**src/rtl/core/smma_pkg.sv**
```systemverilog
`default_nettype none
// ----------------------------------------------------------------------------
// smma_pkg: shared types and constants of the scaled matrix multiply core
// Holds command codes, register indexes, datapath widths, multiplier operand
// selects and the control bundle passed from the sequencer to the datapath.
// ----------------------------------------------------------------------------
package smma_pkg;

    // Field widths.
    localparam int ELEM_W    = 16;
    localparam int IDX_W     = 3;
    localparam int CMD_W     = 2;
    localparam int SIZE_W    = 4;
    localparam int REG_IDX_W = 3;

    // Index reach of the 3-bit row and column fields.
    localparam int INDEX_SPAN = 8;

    // Datapath widths: one 16 x 18 signed multiplier feeds everything.
    localparam int MUL_B_W = 18;
    localparam int PROD_W  = ELEM_W + MUL_B_W;
    localparam int ACC_W   = 35;
    localparam int LO_W    = 17;
    localparam int SCL_W   = ELEM_W + ACC_W;
    localparam int SUM_W   = 36;

    // Command codes.
    localparam logic [CMD_W-1:0] CMD_LOAD_A = 2'd0;
    localparam logic [CMD_W-1:0] CMD_LOAD_B = 2'd1;
    localparam logic [CMD_W-1:0] CMD_LOAD_C = 2'd2;
    localparam logic [CMD_W-1:0] CMD_START  = 2'd3;

    // Configuration register indexes.
    localparam logic [REG_IDX_W-1:0] REG_ALPHA = 3'd0;
    localparam logic [REG_IDX_W-1:0] REG_BETA  = 3'd1;
    localparam logic [REG_IDX_W-1:0] REG_ROWS  = 3'd2;
    localparam logic [REG_IDX_W-1:0] REG_INNER = 3'd3;
    localparam logic [REG_IDX_W-1:0] REG_COLS  = 3'd4;

    // Multiplier operand selects.
    localparam logic [1:0] SEL_AB  = 2'd0;
    localparam logic [1:0] SEL_ALO = 2'd1;
    localparam logic [1:0] SEL_AHI = 2'd2;
    localparam logic [1:0] SEL_BC  = 2'd3;

    // Control bundle from the sequencer to the datapath.
    typedef struct packed {
        logic       mul_en;
        logic [1:0] mul_sel;
        logic       acc_clear;
        logic       acc_add;
        logic       scl_load;
        logic       scl_add;
        logic       finish;
    } smma_ctrl_t;

endpackage
`default_nettype wire

```
**src/rtl/core/smma_ram.sv**
```systemverilog
`default_nettype none
// ----------------------------------------------------------------------------
// smma_ram: element store
// One write port and one read port with registered read data.
// ----------------------------------------------------------------------------
module smma_ram #(
    parameter int DEPTH = 64
) (
    input  wire logic                                      clk,
    input  wire logic                                      we,
    input  wire logic [((DEPTH > 1) ? $clog2(DEPTH) : 1)-1:0] waddr,
    input  wire logic [smma_pkg::ELEM_W-1:0]               wdata,
    input  wire logic [((DEPTH > 1) ? $clog2(DEPTH) : 1)-1:0] raddr,
    output logic      [smma_pkg::ELEM_W-1:0]               rdata
);

    logic [smma_pkg::ELEM_W-1:0] mem [DEPTH];
    logic [smma_pkg::ELEM_W-1:0] rdata_reg;

    // Write port.
    always_ff @(posedge clk)
    begin
        if (we)
        begin
            mem[waddr] <= wdata;
        end
    end

    // Registered read port.
    always_ff @(posedge clk)
    begin
        rdata_reg <= mem[raddr];
    end

    assign rdata = rdata_reg;

endmodule
`default_nettype wire

```
**src/rtl/core/smma_mac.sv**
```systemverilog
`default_nettype none
// ----------------------------------------------------------------------------
// smma_mac: shared multiply-accumulate datapath
// One registered 16 x 18 signed multiplier serves the inner products, the
// two halves of alpha times the sum and beta times the prior C entry.
// ----------------------------------------------------------------------------
module smma_mac (
    input  wire logic                          clk,
    input  wire smma_pkg::smma_ctrl_t          ctrl,
    input  wire logic [smma_pkg::ELEM_W-1:0]   alpha,
    input  wire logic [smma_pkg::ELEM_W-1:0]   beta,
    input  wire logic [smma_pkg::ELEM_W-1:0]   a_data,
    input  wire logic [smma_pkg::ELEM_W-1:0]   b_data,
    input  wire logic [smma_pkg::ELEM_W-1:0]   c_data,
    output logic      [smma_pkg::ELEM_W-1:0]   sat_value,
    output logic      [smma_pkg::ELEM_W-1:0]   out_value
);

    logic signed [smma_pkg::ELEM_W-1:0]  mul_a;
    logic signed [smma_pkg::MUL_B_W-1:0] mul_b;
    logic signed [smma_pkg::PROD_W-1:0]  prod_next;
    logic signed [smma_pkg::PROD_W-1:0]  prod_reg;
    logic signed [smma_pkg::ACC_W-1:0]   acc_reg;
    logic signed [smma_pkg::SCL_W-1:0]   scl_reg;
    logic signed [smma_pkg::SUM_W-1:0]   total;
    logic        [smma_pkg::ELEM_W-1:0]  out_value_reg;

    // Operand selection for the shared multiplier.
    always_comb
    begin
        case (ctrl.mul_sel)
            smma_pkg::SEL_AB:
            begin
                mul_a = $signed(a_data);
                mul_b = $signed({{2{b_data[smma_pkg::ELEM_W-1]}}, b_data});
            end
            smma_pkg::SEL_ALO:
            begin
                mul_a = $signed(alpha);
                mul_b = $signed({1'b0, acc_reg[smma_pkg::LO_W-1:0]});
            end
            smma_pkg::SEL_AHI:
            begin
                mul_a = $signed(alpha);
                mul_b = $signed(acc_reg[smma_pkg::ACC_W-1:smma_pkg::LO_W]);
            end
            default:
            begin
                mul_a = $signed(beta);
                mul_b = $signed({{2{c_data[smma_pkg::ELEM_W-1]}}, c_data});
            end
        endcase
        prod_next = mul_a * mul_b;
    end

    // Product register.
    always_ff @(posedge clk)
    begin
        if (ctrl.mul_en)
        begin
            prod_reg <= prod_next;
        end
    end

    // Inner product accumulator.
    always_ff @(posedge clk)
    begin
        if (ctrl.acc_clear)
        begin
            acc_reg <= '0;
        end
        else if (ctrl.acc_add)
        begin
            acc_reg <= acc_reg + {prod_reg[smma_pkg::PROD_W-1], prod_reg};
        end
    end

    // Scaled sum: low half first, then the high half shifted up.
    always_ff @(posedge clk)
    begin
        if (ctrl.scl_load)
        begin
            scl_reg <= {{(smma_pkg::SCL_W - smma_pkg::PROD_W){prod_reg[smma_pkg::PROD_W-1]}},
                        prod_reg};
        end
        else if (ctrl.scl_add)
        begin
            scl_reg <= scl_reg + {prod_reg, {smma_pkg::LO_W{1'b0}}};
        end
    end

    // Floor shifts of both terms, their sum and saturation to 16 bits.
    always_comb
    begin
        total = {scl_reg[smma_pkg::SCL_W-1], scl_reg[smma_pkg::SCL_W-1:16]}
              + {{10{prod_reg[smma_pkg::PROD_W-1]}}, prod_reg[smma_pkg::PROD_W-1:8]};
        if (total > 36'sd32767)
        begin
            sat_value = 16'h7FFF;
        end
        else if (total < -36'sd32768)
        begin
            sat_value = 16'h8000;
        end
        else
        begin
            sat_value = total[smma_pkg::ELEM_W-1:0];
        end
    end

    // Result register.
    always_ff @(posedge clk)
    begin
        if (ctrl.finish)
        begin
            out_value_reg <= sat_value;
        end
    end

    assign out_value = out_value_reg;

endmodule
`default_nettype wire

```
**src/rtl/core/smma_seq.sv**
```systemverilog
`default_nettype none
// ----------------------------------------------------------------------------
// smma_seq: run sequencer
// Walks the C entries row-major, streams the inner products through the
// shared multiplier, then steps through scaling, saturation and write-back.
// ----------------------------------------------------------------------------
module smma_seq #(
    parameter int MAX_ROWS  = 8,
    parameter int MAX_INNER = 8,
    parameter int MAX_COLS  = 8
) (
    input  wire logic                                  clk,
    input  wire logic                                  rst_n,
    input  wire logic                                  run,
    input  wire logic [smma_pkg::SIZE_W-1:0]           rows_in_use,
    input  wire logic [smma_pkg::SIZE_W-1:0]           inner_in_use,
    input  wire logic [smma_pkg::SIZE_W-1:0]           cols_in_use,
    output smma_pkg::smma_ctrl_t                       ctrl,
    output logic                                       busy,
    output logic [((MAX_ROWS * MAX_INNER > 1) ? $clog2(MAX_ROWS * MAX_INNER) : 1)-1:0] a_addr,
    output logic [((MAX_INNER * MAX_COLS > 1) ? $clog2(MAX_INNER * MAX_COLS) : 1)-1:0] b_addr,
    output logic [((MAX_ROWS * MAX_COLS > 1) ? $clog2(MAX_ROWS * MAX_COLS) : 1)-1:0]   c_addr,
    output logic                                       result_strobe,
    output logic [smma_pkg::IDX_W-1:0]                 out_row,
    output logic [smma_pkg::IDX_W-1:0]                 out_col,
    output logic                                       last
);

    localparam int A_AW = (MAX_ROWS * MAX_INNER > 1) ? $clog2(MAX_ROWS * MAX_INNER) : 1;
    localparam int B_AW = (MAX_INNER * MAX_COLS > 1) ? $clog2(MAX_INNER * MAX_COLS) : 1;
    localparam int C_AW = (MAX_ROWS * MAX_COLS > 1) ? $clog2(MAX_ROWS * MAX_COLS) : 1;

    localparam logic [2:0] S_IDLE  = 3'd0;
    localparam logic [2:0] S_MAC   = 3'd1;
    localparam logic [2:0] S_DRAIN = 3'd2;
    localparam logic [2:0] S_HI    = 3'd3;
    localparam logic [2:0] S_BETA  = 3'd4;
    localparam logic [2:0] S_OUT   = 3'd5;

    localparam int IW = smma_pkg::IDX_W;

    logic [2:0]    state_reg, state_next;
    logic [IW-1:0] i_reg, i_next;
    logic [IW-1:0] j_reg, j_next;
    logic [IW-1:0] p_reg, p_next;
    logic [IW-1:0] m_last_reg, m_last_next;
    logic [IW-1:0] k_last_reg, k_last_next;
    logic [IW-1:0] n_last_reg, n_last_next;
    logic          rd_v_reg, pr_v_reg;
    logic          strobe_reg;
    logic [IW-1:0] row_reg, col_reg;
    logic          last_reg;
    logic          entry_last;

    // Last index in use: zero acts as one, large values stop at the store size.
    function automatic logic [IW-1:0] clamp_last(input logic [smma_pkg::SIZE_W-1:0] size,
                                                 input int limit);
        int top;
        top = (limit < smma_pkg::INDEX_SPAN) ? limit : smma_pkg::INDEX_SPAN;
        if (size == '0)
        begin
            return '0;
        end
        else if (int'(size) > top)
        begin
            return IW'(top - 1);
        end
        else
        begin
            return IW'(int'(size) - 1);
        end
    endfunction

    // Store addresses for the current entry and inner step.
    assign a_addr = A_AW'(int'(i_reg) * MAX_INNER + int'(p_reg));
    assign b_addr = B_AW'(int'(p_reg) * MAX_COLS + int'(j_reg));
    assign c_addr = C_AW'(int'(i_reg) * MAX_COLS + int'(j_reg));

    assign entry_last = (i_reg == m_last_reg) && (j_reg == n_last_reg);

    // Next state, counters and datapath control.
    always_comb
    begin
        state_next  = state_reg;
        i_next      = i_reg;
        j_next      = j_reg;
        p_next      = p_reg;
        m_last_next = m_last_reg;
        k_last_next = k_last_reg;
        n_last_next = n_last_reg;
        ctrl        = '0;

        // Inner products stream: read data now valid feeds the multiplier.
        if (rd_v_reg)
        begin
            ctrl.mul_en  = 1'b1;
            ctrl.mul_sel = smma_pkg::SEL_AB;
        end
        ctrl.acc_add = pr_v_reg;

        case (state_reg)
            S_IDLE:
            begin
                if (run)
                begin
                    m_last_next = clamp_last(rows_in_use, MAX_ROWS);
                    k_last_next = clamp_last(inner_in_use, MAX_INNER);
                    n_last_next = clamp_last(cols_in_use, MAX_COLS);
                    i_next      = '0;
                    j_next      = '0;
                    p_next      = '0;
                    state_next  = S_MAC;
                end
            end
            S_MAC:
            begin
                ctrl.acc_clear = (p_reg == '0);
                if (p_reg == k_last_reg)
                begin
                    state_next = S_DRAIN;
                end
                else
                begin
                    p_next = p_reg + 1'b1;
                end
            end
            S_DRAIN:
            begin
                if (!rd_v_reg && !pr_v_reg)
                begin
                    ctrl.mul_en  = 1'b1;
                    ctrl.mul_sel = smma_pkg::SEL_ALO;
                    state_next   = S_HI;
                end
            end
            S_HI:
            begin
                ctrl.mul_en   = 1'b1;
                ctrl.mul_sel  = smma_pkg::SEL_AHI;
                ctrl.scl_load = 1'b1;
                state_next    = S_BETA;
            end
            S_BETA:
            begin
                ctrl.mul_en  = 1'b1;
                ctrl.mul_sel = smma_pkg::SEL_BC;
                ctrl.scl_add = 1'b1;
                state_next   = S_OUT;
            end
            S_OUT:
            begin
                ctrl.finish = 1'b1;
                p_next      = '0;
                if (entry_last)
                begin
                    state_next = S_IDLE;
                end
                else
                begin
                    state_next = S_MAC;
                    if (j_reg == n_last_reg)
                    begin
                        j_next = '0;
                        i_next = i_reg + 1'b1;
                    end
                    else
                    begin
                        j_next = j_reg + 1'b1;
                    end
                end
            end
            default:
            begin
                state_next = S_IDLE;
            end
        endcase
    end

    // Control registers.
    always_ff @(posedge clk or negedge rst_n)
    begin
        if (!rst_n)
        begin
            state_reg  <= S_IDLE;
            i_reg      <= '0;
            j_reg      <= '0;
            p_reg      <= '0;
            m_last_reg <= '0;
            k_last_reg <= '0;
            n_last_reg <= '0;
            rd_v_reg   <= 1'b0;
            pr_v_reg   <= 1'b0;
            strobe_reg <= 1'b0;
        end
        else
        begin
            state_reg  <= state_next;
            i_reg      <= i_next;
            j_reg      <= j_next;
            p_reg      <= p_next;
            m_last_reg <= m_last_next;
            k_last_reg <= k_last_next;
            n_last_reg <= n_last_next;
            rd_v_reg   <= (state_reg == S_MAC);
            pr_v_reg   <= rd_v_reg;
            strobe_reg <= (state_reg == S_OUT);
        end
    end

    // Result beat tags, captured with the value.
    always_ff @(posedge clk)
    begin
        if (state_reg == S_OUT)
        begin
            row_reg  <= i_reg;
            col_reg  <= j_reg;
            last_reg <= entry_last;
        end
    end

    assign busy          = (state_reg != S_IDLE);
    assign result_strobe = strobe_reg;
    assign out_row       = row_reg;
    assign out_col       = col_reg;
    assign last          = strobe_reg & last_reg;

endmodule
`default_nettype wire

```
**src/rtl/core/scaled_matrix_multiply_accumulate_core.sv**
```systemverilog
`default_nettype none
// ----------------------------------------------------------------------------
// scaled_matrix_multiply_accumulate_core: C = alpha*A*B + beta*C
// Loads single Q8.8 elements into the A, B and C stores; a start beat emits
// every C entry in use, row-major, and writes it back into the C store.
//
//   Channel  | Handshake                  | Payload
//   ---------+----------------------------+-------------------------------
//   command  | start, accepted when !busy | command, row_index, col_index,
//            |                            | element
//   config   | wr_en, no wait             | wr_index, wr_data
//   result   | result_strobe, one cycle   | out_row, out_col, out_value,
//            |                            | last
//
// A load beat leaves busy low.
// During a start beat each entry streams its inner products through the one
// shared multiplier, then steps through pipeline drain, the two halves of
// the alpha product, the beta product and saturation with write-back.
// Reset clears control state and sets the registers to their reset values.
// The result side cannot stall; each result beat is shown for one cycle.
// ----------------------------------------------------------------------------
module scaled_matrix_multiply_accumulate_core #(
    parameter int MAX_ROWS  = 8,
    parameter int MAX_INNER = 8,
    parameter int MAX_COLS  = 8
) (
    input  wire logic                               clk,
    input  wire logic                               rst_n,
    input  wire logic                               start,
    output logic                                    busy,
    input  wire logic [smma_pkg::CMD_W-1:0]         command,
    input  wire logic [smma_pkg::IDX_W-1:0]         row_index,
    input  wire logic [smma_pkg::IDX_W-1:0]         col_index,
    input  wire logic [smma_pkg::ELEM_W-1:0]        element,
    input  wire logic                               wr_en,
    input  wire logic [smma_pkg::REG_IDX_W-1:0]     wr_index,
    input  wire logic [smma_pkg::ELEM_W-1:0]        wr_data,
    output logic                                    result_strobe,
    output logic [smma_pkg::IDX_W-1:0]              out_row,
    output logic [smma_pkg::IDX_W-1:0]              out_col,
    output logic [smma_pkg::ELEM_W-1:0]             out_value,
    output logic                                    last
);

    localparam int A_DEPTH = MAX_ROWS * MAX_INNER;
    localparam int B_DEPTH = MAX_INNER * MAX_COLS;
    localparam int C_DEPTH = MAX_ROWS * MAX_COLS;
    localparam int A_AW    = (A_DEPTH > 1) ? $clog2(A_DEPTH) : 1;
    localparam int B_AW    = (B_DEPTH > 1) ? $clog2(B_DEPTH) : 1;
    localparam int C_AW    = (C_DEPTH > 1) ? $clog2(C_DEPTH) : 1;

    logic [smma_pkg::ELEM_W-1:0] alpha_reg;
    logic [smma_pkg::ELEM_W-1:0] beta_reg;
    logic [smma_pkg::SIZE_W-1:0] rows_reg;
    logic [smma_pkg::SIZE_W-1:0] inner_reg;
    logic [smma_pkg::SIZE_W-1:0] cols_reg;

    logic                        accept;
    logic                        run;
    logic                        a_we, b_we, c_load;
    logic                        c_we;
    logic [A_AW-1:0]             a_waddr, a_raddr;
    logic [B_AW-1:0]             b_waddr, b_raddr;
    logic [C_AW-1:0]             c_laddr, c_addr, c_waddr;
    logic [smma_pkg::ELEM_W-1:0] c_wdata;
    logic [smma_pkg::ELEM_W-1:0] a_data, b_data, c_data;
    logic [smma_pkg::ELEM_W-1:0] sat_value;
    smma_pkg::smma_ctrl_t        ctrl;

    // Configuration registers.
    always_ff @(posedge clk or negedge rst_n)
    begin
        if (!rst_n)
        begin
            alpha_reg <= 16'd256;
            beta_reg  <= '0;
            rows_reg  <= 4'd8;
            inner_reg <= 4'd8;
            cols_reg  <= 4'd8;
        end
        else if (wr_en)
        begin
            case (wr_index)
                smma_pkg::REG_ALPHA: alpha_reg <= wr_data;
                smma_pkg::REG_BETA:  beta_reg  <= wr_data;
                smma_pkg::REG_ROWS:  rows_reg  <= wr_data[smma_pkg::SIZE_W-1:0];
                smma_pkg::REG_INNER: inner_reg <= wr_data[smma_pkg::SIZE_W-1:0];
                smma_pkg::REG_COLS:  cols_reg  <= wr_data[smma_pkg::SIZE_W-1:0];
                default:             ;
            endcase
        end
    end

    // Command decode; loads outside a store's size are dropped.
    assign accept = start && !busy;
    assign run    = accept && (command == smma_pkg::CMD_START);
    assign a_we   = accept && (command == smma_pkg::CMD_LOAD_A)
                  && (int'(row_index) < MAX_ROWS) && (int'(col_index) < MAX_INNER);
    assign b_we   = accept && (command == smma_pkg::CMD_LOAD_B)
                  && (int'(row_index) < MAX_INNER) && (int'(col_index) < MAX_COLS);
    assign c_load = accept && (command == smma_pkg::CMD_LOAD_C)
                  && (int'(row_index) < MAX_ROWS) && (int'(col_index) < MAX_COLS);

    assign a_waddr = A_AW'(int'(row_index) * MAX_INNER + int'(col_index));
    assign b_waddr = B_AW'(int'(row_index) * MAX_COLS + int'(col_index));
    assign c_laddr = C_AW'(int'(row_index) * MAX_COLS + int'(col_index));

    // The C store takes loads when idle and write-backs during a run.
    assign c_we    = c_load || ctrl.finish;
    assign c_waddr = ctrl.finish ? c_addr : c_laddr;
    assign c_wdata = ctrl.finish ? sat_value : element;

    smma_ram #(.DEPTH(A_DEPTH)) u_a_store (
        .clk   (clk),
        .we    (a_we),
        .waddr (a_waddr),
        .wdata (element),
        .raddr (a_raddr),
        .rdata (a_data)
    );

    smma_ram #(.DEPTH(B_DEPTH)) u_b_store (
        .clk   (clk),
        .we    (b_we),
        .waddr (b_waddr),
        .wdata (element),
        .raddr (b_raddr),
        .rdata (b_data)
    );

    smma_ram #(.DEPTH(C_DEPTH)) u_c_store (
        .clk   (clk),
        .we    (c_we),
        .waddr (c_waddr),
        .wdata (c_wdata),
        .raddr (c_addr),
        .rdata (c_data)
    );

    smma_seq #(
        .MAX_ROWS  (MAX_ROWS),
        .MAX_INNER (MAX_INNER),
        .MAX_COLS  (MAX_COLS)
    ) u_seq (
        .clk           (clk),
        .rst_n         (rst_n),
        .run           (run),
        .rows_in_use   (rows_reg),
        .inner_in_use  (inner_reg),
        .cols_in_use   (cols_reg),
        .ctrl          (ctrl),
        .busy          (busy),
        .a_addr        (a_raddr),
        .b_addr        (b_raddr),
        .c_addr        (c_addr),
        .result_strobe (result_strobe),
        .out_row       (out_row),
        .out_col       (out_col),
        .last          (last)
    );

    smma_mac u_mac (
        .clk       (clk),
        .ctrl      (ctrl),
        .alpha     (alpha_reg),
        .beta      (beta_reg),
        .a_data    (a_data),
        .b_data    (b_data),
        .c_data    (c_data),
        .sat_value (sat_value),
        .out_value (out_value)
    );

endmodule
`default_nettype wire

```
**config.mk**
```make
export PLATFORM = sky130hd
export DESIGN_NAME = scaled_matrix_multiply_accumulate_core
export DESIGN_NICKNAME = d
export VERILOG_FILES = /design/src/rtl/core/smma_pkg.sv /design/src/rtl/core/smma_ram.sv /design/src/rtl/core/smma_mac.sv /design/src/rtl/core/smma_seq.sv /design/src/rtl/core/scaled_matrix_multiply_accumulate_core.sv
export SDC_FILE = /design/constraint.sdc
export NUM_CORES = 2
export LEC_CHECK = 0
export BUFFER_PORTS_ARGS = -buffer_cell sky130_fd_sc_hd__buf_2
export CORE_ASPECT_RATIO = 0.8
export CORE_MARGIN = 1
export CORE_UTILIZATION = 40
export DETAILED_ROUTE_END_ITERATION = 16
export SETUP_SLACK_MARGIN = 0.02
export SYNTH_ARGS = -nofsm -noshare
export SYNTH_HDL_FRONTEND = slang
export SYNTH_SLANG_ARGS = --single-unit
```
**constraint.sdc**
```tcl
create_clock -name clk -period 15.2 [get_ports clk]
set_clock_uncertainty 0.1 [all_clocks]
set_input_delay 0.76 -clock clk [delete_from_list [all_inputs] [get_ports clk]]
set_output_delay 0.76 -clock clk [all_outputs]
set_load 0.1 [all_outputs]
```
After elaboration in Yosys (flattened, before gate mapping)
Memory sizes are Yosys's and may differ from the RTL's. A register that Yosys moved wholly into a read port is not among the register bits. Cells that the tools add are included.

$mul: 1. Div/mod/pow operators: 0. Shifts and indexed selects: 0. Add/subtract/negate cells: 13. Mux-type cells: 41. Bitwise gates (word level): 1. Order comparisons: 5. Eq/ne operators: 23. Reductions and logical operators: 34.

Operator list (number): 51-bit 2-to-1 mux (2); 18-bit case mux with 3 select lines (1); 51-bit adder (1); 3-bit 2-to-1 mux (17); 16-bit 2-to-1 mux (3); 35-bit by 26-bit adder with 36-bit output (1); 36-bit by 16-bit greater-than comparator with 1-bit output (second input constant) (1); 36-bit by 16-bit less-than comparator with 1-bit output (second input constant) (1); 35-bit adder (1); 16-bit by 18-bit multiplier with 34-bit output (1); 16-bit case mux with 2 select lines (1); 6-bit by 3-bit adder with 6-bit output (4); 3-bit case mux with 3 select lines (2); 3-bit case mux with 6 select lines (1); 3-bit by 2-bit equality test with 1-bit output (second input constant) (4); 4-bit greater-than comparator (second input constant) (3); 4-bit logical NOT (3); 3-bit case mux with 2 select lines (2); 2-bit AND reduction (6); 1-bit 2-to-1 mux (11); 3-bit by 1-bit adder with 3-bit output (second input constant) (3); 3-bit equality test (3); 3-bit equality test (second input constant) (3); 3-bit logical NOT (3); other kinds (17) (40).

ROM bits: 0. Register bits after elaboration: 211. Bits in latches: 0. Memories: 3. Output and inout bits: 25. Bits in writable memories: 3072. Logic and storage cells: 143.

Memory list: u_a_store.mem (words 64, bits a word 16, rd ports 1, clocked after memory_dff 1, wr ports 1, line smma_ram.sv:17) `logic [smma_pkg::ELEM_W-1:0] mem [DEPTH];`; u_b_store.mem (words 64, bits a word 16, rd ports 1, clocked after memory_dff 1, wr ports 1, line smma_ram.sv:17); u_c_store.mem (words 64, bits a word 16, rd ports 1, clocked after memory_dff 1, wr ports 1, line smma_ram.sv:17).

Depth between registers and ports, before layout
Word-level depth: 8. Depth in mapped cells: 36. Depth with buffers taken out: 32.

By module
From an unflattened synthesis, not the netlist that was laid out.

Cells, all modules: 8142. Area total of the unflattened synthesis: 144790.1 µm².

By module, submodules not included: smma_ram (times used 3, cells an instance 1829, area an instance 40042.2 µm²); smma_mac (times used 1, cells an instance 2357, area an instance 20961.4 µm²); scaled_matrix_multiply_accumulate_core (times used 1, cells an instance 126, area an instance 1990.7 µm²); smma_seq (times used 1, cells an instance 172, area an instance 1711.6 µm²).

Least setup slack after synthesis
No wires, ideal clock.

Path kind: flip-flop to flip-flop. Start: reg u_seq.state_reg[1]. End: reg u_mac.prod_reg[32] (netlist name) (data pin). Clock period less this slack: 10.625 ns. Stages on the path, launching flop included: 33. Arrival: 10.267 ns. Setup time: 0.258 ns. Slack: 4.575 ns. Cells stage by stage: dfrtp_1 clkbuf_1 nand2b_1 o21ai_0 inv_1 ha_1 clkbuf_1 clkbuf_1 a221o_1 o21ai_1 clkbuf_1 nor2_1 fa_1 inv_1 fa_1 fa_1 fa_1 inv_1 fa_1 inv_1 fa_1 inv_1 ha_1 a21o_1 a211oi_1 nor2_1 o41ai_1 o21ai_0 a31oi_1 o21ai_0 or2_2 a31oi_1 xnor2_1.

Cells in the longest elaborated chain, start to end: 6. Elaborated cells on any way between the ends: 11. Those cells by class: 1 x mul; 5 x eq/ne; 3 x mux; 2 x reduce/logical.

RTL lines: start, declared (line smma_seq.sv:42) `logic [2:0] state_reg, state_next;`; start signal, assigned (line smma_seq.sv:197) `state_reg <= state_next;`; 3-bit equality test / 3-bit by 2-bit equality test with 1-bit output (equally long branches) (line smma_seq.sv:101) `case (state_reg)`; 3-bit case mux with 3 select lines (*) (line smma_seq.sv:101); 2-bit by 1-bit equality test with 1-bit output / 2-bit equality test (equally long branches) (line smma_mac.sv:31) `case (ctrl.mul_sel)`; 2-bit OR reduction (no line); 16-bit case mux with 2 select lines (line smma_mac.sv:31); 16-bit by 18-bit multiplier with 34-bit output (*) (line smma_mac.sv:53) `prod_next = mul_a * mul_b;`; net u_mac.prod_next (one bit) (line smma_mac.sv:21) `logic signed [smma_pkg::PROD_W-1:0] prod_next;`; end signal, assigned (line smma_mac.sv:61) `prod_reg <= prod_next;`; end, declared (line smma_mac.sv:22) `logic signed [smma_pkg::PROD_W-1:0] prod_reg;`.

The timed path passes the listed nets; every way through them passes the cells marked *. A chain may end at the register's enable or synchronous reset.

Worst setup path in the final report
Start: reg u_seq.state_reg[1]. End: reg u_mac.prod_reg[31] (netlist name) (data pin).

Same word-level chain as after synthesis.

==> metrics.csv <==
stage,metric,value,unit
layout,fin area,161100,um^2
route,Iter 0 DRT Violations,8981,
floorplan,cell row count,195,
yosys,post-synth cell types,92,
floorplan,Die Ht,536.3,um
status,outcome,"complete, no violations",
clock_network,H-tree levels,5,
global_routing,first-pass GRT wire length,545300,um
clock_network,Worst-Skew Late Latency,0.90,ns
yosys,Post-Syn Instances,7416,
sta,TNS Setup,0,ns
yosys,mapped cell area,142800,um^2
route,Via density,5.727,
worst_setup_path,CP startpoint,u_seq.state_reg[1],
sta,Final Max Tran Viols,0,
clock_network,clock tree from TritonCTS,yes,
global_routing,largest net degree at the start of global routing,144,
clock_network,CTS buffer count,336,
layout,layout cells sized above 1,0.2494,
worst_setup_path,worst setup path class,reg2reg,
worst_hold_path,Hold Crit Class,in2reg,
route,Antenna Nets Post-Route,0,
worst_setup_path,Critical Path AT,10.34,ns
floorplan,# IOs,72,
clock_network,clock sink total,3315,
worst_setup_path,CP max FO,35,
run,Max-Cap Viols,0,
yosys,"top cells by area, synth","edfxtp_1 67%, mux4_2 16%, fa_1 4.1%, ha_1 1.7%, nor2_1 1.2%",
clock_network,Worst-path clk slew,0.07,ns
worst_setup_path,CP Capture Point,u_mac.prod_reg[31],
worst_setup_path,r2r worst-path depth,31,
sta,Slew @ Worst Pin,1.282,ns
placed_design,post-DP HPWL,242200,um
yosys,"Async S/R FF share, synth",0.02051,
yosys,synth cell count leaders,"3164 x edfxtp_1, 1006 x mux4_2, 467 x nor2_1",
yosys,Seq cells post-synth,3315,
sta,relative slew slack,0.1451,
worst_setup_path,Max stage delay on crit path,0.87,ns
yosys,ys flop type,edfxtp_1,
sta,highest clock rate,101.6,MHz
global_routing,GRT overflow,0,
sta,RSZ-0062 raised after global routing,false,
route,drt first pass iters,6,
yosys,largest area contributor in the netlist,edfxtp_1,
floorplan,Initial Utilization,0.4032,
layout,Register Area,98410,um^2
global_routing,initial antenna violation count,52,
yosys,area share of the largest cell type after synthesis,0.6655,
worst_setup_path,Worst Setup End Kind,flip-flop,
worst_setup_path,Slowest cell on crit path,mux2i_1,
yosys,dominant cell by count in the synthesized netlist,edfxtp_1,
worst_setup_path,Critical R2R Launch,u_seq.state_reg[1],
floorplan,core area,354000,um^2
yosys,syn avg cell area,19.25,um^2
sta,Final min period,9.844,ns
placed_design,RD Place Congestion,0.8819,
clock_network,hold_buf cts,3,
worst_setup_path,flop-to-flop setup slack,5.36,ns
layout,Nets,8341,
floorplan,Die ar.,359300,um^2
worst_setup_path,CP required,15.70,ns
sta,final worst-path cycle share,0.6476,
worst_setup_path,Reg-to-Reg End,u_mac.prod_reg[31],
global_routing,vias in the first global route,72970,
clock_network,clock buffer depth,4,
route,drt wl/cell,29.90,um
sta,Final setup viols,0,
yosys,Syn Nets,7955,
clock_network,root buffer cell,clkbuf_16,
yosys,Post-synth EDFFs,3164,
yosys,sequential share of the synthesized area,0.6891,
floorplan,DIE WIDTH,669.9,um
global_routing,gr usage total,0.2107,
layout,Layout area overhead,12.86,%
route,final WL,382900,um
clock_network,post-CTS resize count,0,
layout,area of the multi-input gates,42020,um^2
worst_setup_path,Critical Path Start Type,flip-flop,
placed_design,placed cell area,150600,um^2
layout,Largest regs,"u_a_store.mem: 1024 flops, u_b_store.mem: 1024 flops, u_c_store.mem: 1024 flops",
route,DR DRC count,0,
yosys,Synth warnings,0,
layout,Layout fillers,29710,
route,vias,73330,
clock_network,post-CTS setup repair buffer count,0,
placed_design,Port Buf Inserts,71,
sta,endpoints failing hold,0,
==> routing by layer <==
| metal | global-route usage | part of all wire |
|---|---|---|
| met3 | 0.04255 | 0.082 |
| met4 | 0.05642 | 0.026 |
| met2 | 0.3135 | 0.45 |
| met1 | 0.3174 | 0.44 |
| met5 | 0 | 0.000089 |
==> stage by stage <==
| step | setup WS (ns) | utilization | hold slack (ns) | cells |
|---|---|---|---|---|
| 6_report | 5.356 | 0.4551 | 0.05480 | 12810 |
| 5_1_grt | 4.741 | 0.4551 | 0.03400 | 12800 |
| 4_1_cts | 5.535 | 0.4550 | 0.002079 | 12790 |
| 3_5_place_dp | 5.545 | 0.4254 | 0.3147 | 12190 |
| 3_3_place_gp | 5.707 | 0.4254 | 0.2968 | 12190 |
| 2_1_floorplan | 4.575 | - | 0.2755 | 7416 |
==> how the worst min path moves through the flow <==
stage	from	end	cells after the start
2_1_floorplan	u_seq.rd_v_reg	u_seq.pr_v_reg	0
3_3_place_gp	u_seq.rd_v_reg	u_seq.pr_v_reg	0
3_5_place_dp	u_seq.rd_v_reg	u_seq.pr_v_reg	0
4_1_cts	wr_data[10]	alpha_reg[10]	2
5_1_grt	wr_data[6]	beta_reg[6]	2
6_report	wr_data[10]	alpha_reg[10]	2
==> layout make-up <==
cell class,instances,share of cell area
diodes,18,0.0002796
multi-input cells,3371,0.2608
repair buffers,373,0.01705
clock buffers,420,0.05543
well taps,4728,0.03672
inverters,405,0.009458
clock inverters,175,0.009474
flip-flops and latches,3315,0.6108
==> cells in the final DEF (no fill, tap or decap), types with 28 or more instances in the layout <==
master / instances
edfxtp_1: 3164
mux4_2: 1006
nor2_1: 404
inv_1: 401
clkbuf_16: 342
nand2_1: 333
buf_4: 310
fa_1: 293
ha_1: 199
o21ai_0: 141
a21oi_1: 131
dfxtp_1: 83
xnor2_1: 79
clkinv_1: 70
clkbuf_1: 70
a21o_1: 66
nor2_2: 63
clkinv_2: 57
dfrtp_1: 55
buf_2: 54
mux2_2: 50
mux2i_1: 39
xor2_1: 39
nand2b_1: 37
nand3_1: 37
o21a_1: 34
a22oi_1: 30
nor3_1: 30
a211oi_1: 28
==> kinds of logic after synthesis <==
group,synth area share
adders and majority gates,0.05867
xor gates and xnor gates,0.007239
buffers and inverters,0.01933
and+or+nand+nor,0.03154
muxes,0.1661
DFF,0.6891
AOI/OAI and AO/OA,0.02799
==> critical path, delay by kind of cell, from the launching register on <==
kind                       cells  cell delay [ns]
adders and majority gates      8             3.55
AOI/OAI and AO/OA              9             2.63
buffers and inverters          7             1.02
muxes                          1             0.87
and+or+nand+nor                5             0.79
DFF                            1             0.48
xor gates and xnor gates       1             0.11
Power is left out: the tool's default activity adds up to more than one toggle a clock period on the data nets, which glitch-free logic cannot reach.
